==> src/rtl/fpa_pkg.sv <==
`timescale 1ns / 1ps
package fpa_pkg;

  // Raw operand and result width
  localparam int unsigned DataW = 32;

  typedef enum logic [3:0] {
    OP_ADD = 4'd0,
    OP_SUB = 4'd1,
    OP_MUL = 4'd2,
    OP_DIV = 4'd3,
    OP_GT  = 4'd4,
    OP_LT  = 4'd5,
    OP_GE  = 4'd6,
    OP_LE  = 4'd7,
    OP_EQ  = 4'd8,
    OP_NE  = 4'd9,
    OP_MIN = 4'd10,
    OP_MAX = 4'd11,
    OP_INC = 4'd12,
    OP_DEC = 4'd13,
    OP_INT = 4'd14
  } opcode_e;

  // Which back-end path finishes the transaction
  typedef enum logic [1:0] {
    CLS_DIRECT = 2'd0,
    CLS_MUL    = 2'd1,
    CLS_DIV    = 2'd2
  } op_class_e;

  typedef logic signed [DataW-1:0] word_t;

  typedef struct packed {
    logic [3:0] opcode;
    word_t      operand_a;
    word_t      operand_b;
  } alu_req_t;

  typedef struct packed {
    word_t result_value;
    logic  compare_true;
    logic  divide_by_zero;
  } alu_rsp_t;

  // Classified transaction held between front and back
  typedef struct packed {
    op_class_e op_class;
    word_t     operand_a;
    word_t     operand_b;
    alu_rsp_t  direct;
  } queue_entry_t;

endpackage

==> src/rtl/fpa_queue.sv <==
`timescale 1ns / 1ps
module fpa_queue #(
  parameter int unsigned DEPTH = 2
) (
  input  logic                  clk_i,
  input  logic                  rst_ni,
  input  logic                  push_i,
  input  fpa_pkg::queue_entry_t entry_i,
  output logic                  full_o,
  input  logic                  pop_i,
  output fpa_pkg::queue_entry_t entry_o,
  output logic                  valid_o
);
  import fpa_pkg::*;

  localparam int unsigned PtrW = (DEPTH > 1) ? $clog2(DEPTH) : 1;
  localparam int unsigned CntW = $clog2(DEPTH + 1);

  queue_entry_t    slot_q [DEPTH];
  logic [PtrW-1:0] wr_ptr_q;
  logic [PtrW-1:0] rd_ptr_q;
  logic [CntW-1:0] count_q;

  function automatic logic [PtrW-1:0] ptr_inc(input logic [PtrW-1:0] p);
    if (p == PtrW'(DEPTH - 1)) begin
      return '0;
    end
    return p + PtrW'(1);
  endfunction

  // Storage, no reset needed
  always_ff @(posedge clk_i) begin
    if (push_i) begin
      slot_q[wr_ptr_q] <= entry_i;
    end
  end

  // Pointers and fill count
  always_ff @(posedge clk_i or negedge rst_ni) begin
    if (!rst_ni) begin
      wr_ptr_q <= '0;
      rd_ptr_q <= '0;
      count_q  <= '0;
    end else begin
      if (push_i) begin
        wr_ptr_q <= ptr_inc(wr_ptr_q);
      end
      if (pop_i) begin
        rd_ptr_q <= ptr_inc(rd_ptr_q);
      end
      if (push_i && !pop_i) begin
        count_q <= count_q + CntW'(1);
      end else if (!push_i && pop_i) begin
        count_q <= count_q - CntW'(1);
      end
    end
  end

  assign full_o  = count_q == CntW'(DEPTH);
  assign valid_o = count_q != '0;
  assign entry_o = slot_q[rd_ptr_q];

endmodule

==> config.mk <==
export PLATFORM = sky130hd
export DESIGN_NAME = fpa_queue
export DESIGN_NICKNAME = d
export VERILOG_FILES = /design/src/rtl/fpa_pkg.sv /design/src/rtl/fpa_queue.sv
export SDC_FILE = /design/constraint.sdc
export NUM_CORES = 1
export LEC_CHECK = 0
export BUFFER_PORTS_ARGS = -buffer_cell sky130_fd_sc_hd__buf_2
export CORE_UTILIZATION = 40
export DETAILED_ROUTE_END_ITERATION = 10
export PLACE_DENSITY_LB_ADDON = 0.2
export SETUP_SLACK_MARGIN = 0.3
export SLEW_MARGIN = 20
export SYNTH_ARGS = -nofsm -noshare
export SYNTH_HDL_FRONTEND = slang
export SYNTH_SLANG_ARGS = --single-unit
==> constraint.sdc <==
create_clock -name clk_i -period 5.5 [get_ports clk_i]
set_input_delay 0.825 -clock clk_i [delete_from_list [all_inputs] [get_ports clk_i]]
set_output_delay 0.825 -clock clk_i [all_outputs]
set_load 0.005 [all_outputs]
# Yosys cells after proc, flatten, opt, wreduce, memory -nomap -nowiden
# Memory sizes are Yosys's and may differ from the RTL's.
# Cells that the tools add are included.
# totals
register_bits	4
wordCells	27
ramBits	200
in_bits	104
n_memories	1
# mem_list
memory	depth	width	rd	rd_ports_with_merged_regs	write_ports	line	rtl
slot_q	2	100	1	0	1	fpa_queue.sv:19	queue_entry_t slot_q [DEPTH];
# op_classes
muxes	12
n_eq_ne	1
n_addsub	4
reduce_logical	6
# op_table
op	count
two-way mux 1 bit	10
two-way mux 2 bit	2
nonzero test 2 bit	2
adder 1 bit (second input constant)	2
adder 2 x 1 -> 2 bit (second input constant)	1
equality test 2 bit (second input constant)	1
logical AND 1 bit	2
zero test 1 bit	2
subtractor 2 x 1 -> 2 bit (second input constant)	1

# Depth between registers and ports, before layout
# Gate-level depths: netlist of the first run.
# logic_depth
depth_word	4
depth_mapped	5
mapped_depth_nobuf	5

# Worst setup path before layout of the first run
# Ideal clock, no wire load.
# synth_timing
kind	input to register
startpoint	input push_i
endpoint	memory slot_q[0][0] in the netlist's numbering (enable)
path_buffers	0
setup_ps	572
t_arrival_ps	5177
path_slack_ps	-249
stages	1
t_required_ps	4928
path_cell_list	nor2b_1
# synth_between
elab_chain_len	2
# synth_lines
item	line	rtl
from (decl)	fpa_queue.sv:7	input logic push_i,
two-way mux 1 bit	fpa_queue.sv:33	if (push_i) begin
two-way mux 1 bit (not written as such)	fpa_queue.sv:34	slot_q[wr_ptr_q] <= entry_i;
to (decl)	fpa_queue.sv:19	
# Every way passes these cells.

==> results of run 1 <==
[path summary, 6_finish.rpt]
kind / startpoint / end / cells after the start
setup reg to reg: wr_ptr_q / slot_q[1][19] / 2
min in group clk_i: count_q[1] / count_q[1] / 1
hold / removal: rst_ni / wr_ptr_q / 1
hold reg to reg: count_q[1] / count_q[1] / 1
setup / recovery: rd_ptr_q / entry_o[50] / 3
max in group asynchronous: rst_ni / rd_ptr_q / 1
[sequential cells by signal (all words and copies together), names as in the netlist]
name,flops
rd_ptr_q,1
wr_ptr_q,1
count_q,2
slot_q,200
[cells in the mapped netlist (all sizes together)]
cell type / n / area share
inv: 1 / 0.00048
dfrtp: 4 / 0.013
or2: 1 / 0.00080
ha: 1 / 0.0016
xor2: 4 / 0.0045
edfxtp: 200 / 0.76
buf: 11 / 0.025
nor2b: 2 / 0.0016
xnor2: 1 / 0.0011
nor2: 1 / 0.00048
mux2: 100 / 0.19
and2: 1 / 0.00080
[final cells by class]
type / instances / area share
timing repair buffer: 209 / 0.111
tap: 260 / 0.0336
multi-input combinational: 111 / 0.161
clock inverter: 8 / 0.00427
inverter: 1 / 0.000388
sequential: 204 / 0.632
clock buffer: 28 / 0.0581
[power breakdown]
part	leakage, uW	internal, uW	total, uW	switching, uW
Sequential	0.00192	2070	2260	191
Combinational	0.00166	777	1310	533
Clock	0.000290	715	1240	528
[per-stage QoR]
step	setup WS [ns]	instances
3_5_place_dp	2.45	785
5_1_grt	1.85	821
6_report	2.01	821
2_1_floorplan	1.63	327
4_1_cts	1.93	821
3_3_place_gp	2.54	785
[kinds of logic after synthesis]
kind of cell	after synthesis
buf+inv	12
mux	100
fa+ha+maj	1
xor+xnor	5
simple gates	5
flops	204
[worst max-delay path, stage by stage (launching register included)]
cell	delay, ns
dfrtp_4	1.10
buf_4	0.58
mux2_4	0.34
buf_2	0.13
[per-layer routing]
layer	vias to the layer above	part of all wire	GRT usage
met1	1817	0.37	0.144
met5	-	0.00094	0
met3	22	0.066	0.0357
li1	1741	-	-
met4	2	0.020	0.0492
met2	124	0.55	0.245
==> impl_metrics.yaml, run 1 <==
power:
  power_density_nw_per_um2: 498
  p_total_uw: 4810
  leakagePower_uw: 0.00387
  peakVddDrop_v: 0.000318
placed_design:
  placed_area_sq_um: 9070
  dp_hpwl_um: 9040
  gp_congestion: 0.729
  io_buffer_count: 205
critical_path:
  cp.required_ns: 4.68
  startpoint_type: "register"
  worstPathMaxFanout: 55
  worstSetupEndpointType: "output pin"
  crit_type: "reg -> out"
  worstPathArrival_ns: 2.67
  r2r_setup_slack_ns: 3.36
global_routing:
  grt_pass1_wl_um: 20300
  grt_pass1_vias: 3921
  overflow: 0
  antenna_found_initial: 1
  grtUsageTotal: 0.133
  grt_max_degree: 84
yosys:
  synthesis.area_sq_um: 7860
  seq_area_frac_synth: 0.777
  synth-compound-area-share: 0
  synth-xor-area-share: 0.00558
  synth_fa_ha_area_frac: 0.00159
  synth_nets: 432
  synth_area_per_cell_sq_um: 24.0
  synth_cells: 327
  ys_types: 15
  synth_top_family_by_area: "multiplexers"
  ys_seq_elements: 204
  ys_warn_count: 0
  synth-simple-area-share: 0.00366
  muxShareOfSynthArea: 0.186
sta:
  fin_crit_ns: 3.49
  grt_setup_unrepaired: "false"
  maxSlewViolCount: 0
  setup_violations: 0
  tightest_slew_ns: 1.02
  hold_viol: 0
  hold_ws_ns: 0.145
  fin_crit_sh: 0.635
  slew_headroom: 0.318
  fmax_mhz: 287
  skew_ns: 0.00485
  tns_ns: 0
finish:
  fillerInstances: 1611
  syn2layout_area_growth_pct: 23.1
  utilization: 0.510
  final_cell_mix: "buf_2, edfxtp_1, mux2_4"
  multi_input_area_sq_um: 1560
  nNetsFinal: 653
  final_common_cell: "buf_2"
  seqCellArea_sq_um: 6110
  antenna_cells: 0
  stdcell_area_sq_um: 9670
  drive_gt1_frac: 0.606
drt:
  vias: 3706
  drt_wl_total_um: 13800
  drt_pass1_iterations: 4
  first_iter_violations: 109
  wire_per_inst_um: 16.8
  vias_per_cell: 4.51
  drc_errors: 0
  ant_nets: 0
floorplanning:
  core_area_sq_um: 19000
  die_area_sq_um: 20200
  num_io_pins: 206
  start_util: 0.414
  dieWidth_um: 142
  die_h_um: 142
  num_rows: 50
clock_tree:
  post-cts-setup-buffers: 0
  cts_resized: 0
  cts_root_buffer: "clkbuf_16"
  clk_path_buf_depth: 3
  cts_buffers: 21
  hold_buffers: 0
  cts_tree: "built"
  htreeDepth: 1
  path_clk_slew_ns: 0.06
  clock_sinks: 204
  clk_latency_ns: 0.47
job:
  drv_cap: 0
worst_hold_path:
  hp-class: "in -> async"
status:
  status: "complete, no violations"
Power figures use the tool's default switching activity.
==> run 2, diff against run 1 <==
- ABC_AREA: not set -> 1
- clock period: 5.5 -> 2.8 ns (I/O delays scaled with it)
==> impl_metrics.yaml, run 2 <==
status:
  status: "complete, no violations"
floorplanning:
  start_util: 0.414
  dieWidth_um: 142
  die_area_sq_um: 20200
  die_h_um: 142
  num_rows: 50
  num_io_pins: 206
  core_area_sq_um: 19000
critical_path:
  worstPathMaxFanout: 64
  crit-reg2reg-launch: "wr_ptr_q"
  worstReg2RegEnd: "slot_q[1][58]"
  cp.required_ns: 2.38
  reg2reg_depth: 3
  r2r_setup_slack_ns: 0.97
  worstSetupEndpointType: "output pin"
  startpoint_type: "register"
  crit_type: "reg -> out"
  worstPathArrival_ns: 1.93
placed_design:
  gp_congestion: 0.699
  dp_hpwl_um: 9230
  pre_cts_ws_ns: 0.802
  io_buffer_count: 205
worst_hold_path:
  whs_path_depth: 1
  min_to: "slot_q[1][51]"
  min_from: "entry_i[51]"
  hp-class: "in -> reg"
yosys:
  ys_seq_elements: 204
  synthesis.area_sq_um: 7870
  ys_warn_count: 0
  synth_area_per_cell_sq_um: 23.4
  synth_common_cells: "edfxtp_1, mux2_4, mux2_2, buf_12, inv_1"
  synth_top_area_frac: 0.763
  seq_area_frac_synth: 0.776
  ys.flop_type: "edfxtp_1"
  ys_types: 15
  synth_nets: 441
  synth-async-reset-ratio: 0.0196
  synthTopCellsByArea: "edfxtp_1, mux2_4, buf_12, mux2_2, dfrtp_1"
  synth.most_common_cell: "edfxtp_1"
  yosys.area.top_type: "edfxtp_1"
  synth-edff-count: 200
  synth_cells: 336
sta:
  setup_slack_ns: 0.454
  skew_ns: 0.00457
  setup_violations: 0
  fin_crit_sh: 0.838
  hold_ws_ns: 0.119
  maxSlewViolCount: 0
  tightest_slew_ns: 0.674
  fin_crit_ns: 2.35
  fmax_mhz: 426
  grt_setup_unrepaired: "false"
  hold_viol: 0
  tns_ns: 0
  slew_headroom: 0.550
drt:
  vias: 3791
  ant_nets: 0
  first_iter_violations: 164
  wire_per_inst_um: 16.7
  drc_errors: 0
  drt_wl_total_um: 14000
  drt_pass1_iterations: 4
  vias_per_cell: 4.51
power:
  sequentialPowerShare: 0.429
  p_sw_uw: 2570
  peakVddDrop_v: 0.000686
  p_comb_frac: 0.295
  pwr-share-clk: 0.276
  p_int_uw: 7220
  power_density_nw_per_um2: 994
  leakagePower_uw: 0.00397
  p_sw_frac: 0.263
global_routing:
  overflow: 0
  antenna_found_initial: 3
  grt_pass1_vias: 4079
  grtUsageTotal: 0.137
  grt_pass1_wl_um: 21200
  grt_max_degree: 65
clock_tree:
  cts_buffers: 23
  htreeDepth: 1
  clk_path_buf_depth: 3
  clk_latency_ns: 0.49
  cts_tree: "built"
  clock_sinks: 204
  path_clk_slew_ns: 0.06
  cts_root_buffer: "clkbuf_16"
  post-cts-setup-buffers: 0
job:
  drv_cap: 0
finish:
  largest_register_ffs: 200
  drive_gt1_frac: 0.598
  final_cell_mix: "buf_2, edfxtp_1, mux2_4"
  syn2layout_area_growth_pct: 25.2
  final_common_cell: "buf_2"
  largest_register: "slot_q"
  reg_top3: "slot_q x200, count_q x2"
  nNetsFinal: 668
[run 2: cell count changes in the layout (fill, tap and decap cells not counted), moves of 2 or more]
cell,previous run,this run
clkbuf_1,6,4
buf_4,3,1
clkinv_1,3,6
nand2_1,0,6
xor2_1,4,2
inv_1,1,6
buf_12,1,5
clkinv_2,3,5
clkbuf_16,21,23
[run 2: routing by layer]
layer,global-route usage,vias up,routed length (um)
met4,0.0374,4,290
met2,0.237,140,6980
met5,0,-,25
met1,0.162,1838,5650
li1,-,1784,-
met3,0.0441,25,1050
[run 2: stage by stage]
| step | utilization | power, uW | cell area [sq um] | cells |
|---|---|---|---|---|
| final | 0.518 | 9790 | 9860 | 840 |
| after global routing | 0.518 | 10300 | 9860 | 839 |
| after floorplan | - | 6350 | 7880 | 336 |
| after detailed placement | 0.482 | 7230 | 9160 | 797 |
| after global placement | 0.482 | 7160 | 9160 | 797 |
| after CTS | 0.518 | 9950 | 9850 | 839 |
[run 2: cells by family after synthesis]
group,after synthesis,share of synthesized area
buffers and inverters,18,0.0283
AND/OR/NAND/NOR,10,0.00524
XOR/XNOR,3,0.00334
multiplexers,100,0.186
adder cells (fa/ha/maj),1,0.00159
flip-flops,204,0.776
[run 2: area by class of cell]
class,instances,area [sq um]
Tap cell,260,325
Multi-Input combinational cell,114,1550
Sequential cell,204,6110
Fill cell,1594,9160
Inverter,7,30.0
Antenna cell,1,2.50
Timing Repair Buffer,213,1150
Clock inverter,14,93.8
Clock buffer,27,591
[run 2: how the worst max path moves through the flow]
| stage | from | to | slack [ns] | cells after the start |
|---|---|---|---|---|
| 6_report | rd_ptr_q | entry_o[82] | 0.45 | 3 |
| 5_1_grt | rd_ptr_q | entry_o[82] | 0.41 | 3 |
| 4_1_cts | rd_ptr_q | entry_o[80] | 0.34 | 3 |
| 3_5_place_dp | push_i | slot_q[1][62] | 0.80 | 4 |
| 3_3_place_gp | push_i | slot_q[1][58] | 0.87 | 4 |
| 2_1_floorplan | wr_ptr_q | slot_q[1][0] | 0.42 | 2 |
[run 2: power by group through the flow]
| stage | Combinational (uW) | Clock, uW | Sequential, uW |
|---|---|---|---|
| after global routing | 3120 | 2900 | 4250 |
| after global placement | 2920 | 0 | 4240 |
| after floorplan | 2110 | 0 | 4250 |
| after detailed placement | 2960 | 0 | 4270 |
| final | 2890 | 2700 | 4210 |
| after CTS | 2960 | 2780 | 4210 |
[run 2: worst max-delay path, stage by stage (launching register included)]
cell     delay, ns
dfrtp_4       0.43
buf_12        0.38
mux2_2        0.41
buf_2         0.13
[run 2: repair_timing]
item / in CTS / in global routing
hold buffers: 1 / 0
resized for setup: 0 / 1
setup endpoints to repair: 0 / 4
endpoints found under the hold margin: 4 / 0
==> run 3, diff against run 2 <==
- clock period: 2.8 -> 2.1 ns (I/O delays scaled with it)
==> impl_metrics.yaml, run 3 (synthesized netlist as in run 2, its figures left out) <==
global_routing:
  antenna_found_initial: 1
  grt_pass1_vias: 4331
  grt_max_degree: 61
  grt_pass1_wl_um: 22400
  overflow: 0
  grtUsageTotal: 0.145
placed_design:
  placed_area_sq_um: 9150
  dp_hpwl_um: 8800
  gp_congestion: 0.667
  post-place-cells: 796
  pre_cts_ws_ns: 0.476
  io_buffer_count: 205
critical_path:
  worstPathMaxFanout: 13
  cp.required_ns: 1.78
  crit-reg2reg-launch: "wr_ptr_q"
  path_cells: "buf_12 -> buf_16 -> mux2_4 -> buf_6"
  worstSetupEndpointType: "output pin"
  cpPeakStageDelay_ns: 0.50
  startpoint_type: "register"
  setup.worst_path.start: "rd_ptr_q"
  critical-path-slowest-cell: "dfrtp_4"
  r2r_setup_slack_ns: 0.63
  worstPathArrival_ns: 1.77
  crit_type: "reg -> out"
sta:
  setup_violations: 0
  skew_ns: 0.00626
  setup_slack_ns: 0.0153
  tns_ns: 0
  fmax_mhz: 480
  fin_crit_ns: 2.08
  hold_viol: 0
  tightest_slew_ns: 0.561
  grt_setup_unrepaired: "true"
  slew_headroom: 0.626
  maxSlewViolCount: 0
  fin_crit_sh: 0.993
drt:
  drc_errors: 0
  wire_per_inst_um: 17.2
  ant_nets: 0
  vias: 4054
  vias_per_cell: 4.52
  drt_wl_total_um: 15500
  drt_pass1_iterations: 4
  first_iter_violations: 122
floorplanning:
  die_h_um: 142
  num_io_pins: 206
  die_area_sq_um: 20200
  start_util: 0.414
  core_area_sq_um: 19000
  num_rows: 50
  dieWidth_um: 142
finish:
  largest_register_ffs: 200
  seqCellArea_sq_um: 6110
  drive_gt1_frac: 0.557
  nNetsFinal: 730
  final_common_cell: "edfxtp_1"
  fillerInstances: 1483
  largest_register: "slot_q"
  stdcell_area_sq_um: 10900
  final_cells: 897
  multi_input_area_sq_um: 1550
  final_cell_mix: "edfxtp_1, buf_2, mux2_4"
  syn2layout_area_growth_pct: 38.6
  reg_top3: "slot_q x200, count_q x2"
clock_tree:
  clk_latency_ns: 0.49
  clk_path_buf_depth: 3
  path_clk_slew_ns: 0.06
  cts_buffers: 22
  cts_root_buffer: "clkbuf_16"
  htreeDepth: 1
  clock_sinks: 204
  cts_tree: "built"
job:
  drv_cap: 0
worst_hold_path:
  hp-class: "in -> reg"
  min_from: "entry_i[37]"
power:
  power_density_nw_per_um2: 1300
  p_total_uw: 14200
  leakagePower_uw: 0.00440
  peakVddDrop_v: 0.000782
status:
  status: "complete, no violations"
## run 3: path summary, 6_finish.rpt
| kind | to | cells after the start |
|---|---|---|
| min in group asynchronous | rd_ptr_q | 2 |
| max in group asynchronous | rd_ptr_q | 2 |
| min | slot_q[0][37] | 1 |
| max | entry_o[85] | 4 |
| min reg2reg | count_q[1] | 2 |
| max reg2reg | slot_q[1][56] | 3 |
## run 3: power breakdown
part / switching, uW / internal (uW)
Combinational: 2050 / 3100
Clock: 1420 / 1980
Sequential: 213 / 5410
## run 3: metrics by stage
step           hold slack (ns)   util
6_report                0.0176  0.574
5_1_grt                0.00138  0.574
4_1_cts              0.0000105  0.563
3_5_place_dp             0.129  0.481
3_3_place_gp             0.131  0.481
2_1_floorplan           0.0194      -
## run 3: repair_timing
action,4_1_cts,5_1_grt
pin swaps,0,0
gates resized for setup,55,6
setup endpoints to repair,100,100
buffers inserted,3,0
endpoints found under the hold margin,90,14
hold buffers,46,7
gates cloned,4,5
## run 3: critical path, delay by kind of cell (launching register included)
family   cells  cell delay [ns]
buf+inv      3             0.45
mux          1             0.31
flops        1             0.50
## run 3: cell type report
class / instances / share of cell area
multi-input cells: 114 / 0.142
clock buffers: 28 / 0.0545
well taps: 260 / 0.0298
repair buffers: 276 / 0.207
clock inverters: 7 / 0.00310
inverters: 7 / 0.00275
flip-flops and latches: 204 / 0.560
diodes: 1 / 0.000229
## run 3: per-layer routing
| layer | global-route usage | part of all wire |
|---|---|---|
| met4 | 0.0385 | 0.016 |
| met5 | 0 | 0 |
| met2 | 0.249 | 0.49 |
| met1 | 0.171 | 0.41 |
| met3 | 0.0552 | 0.086 |
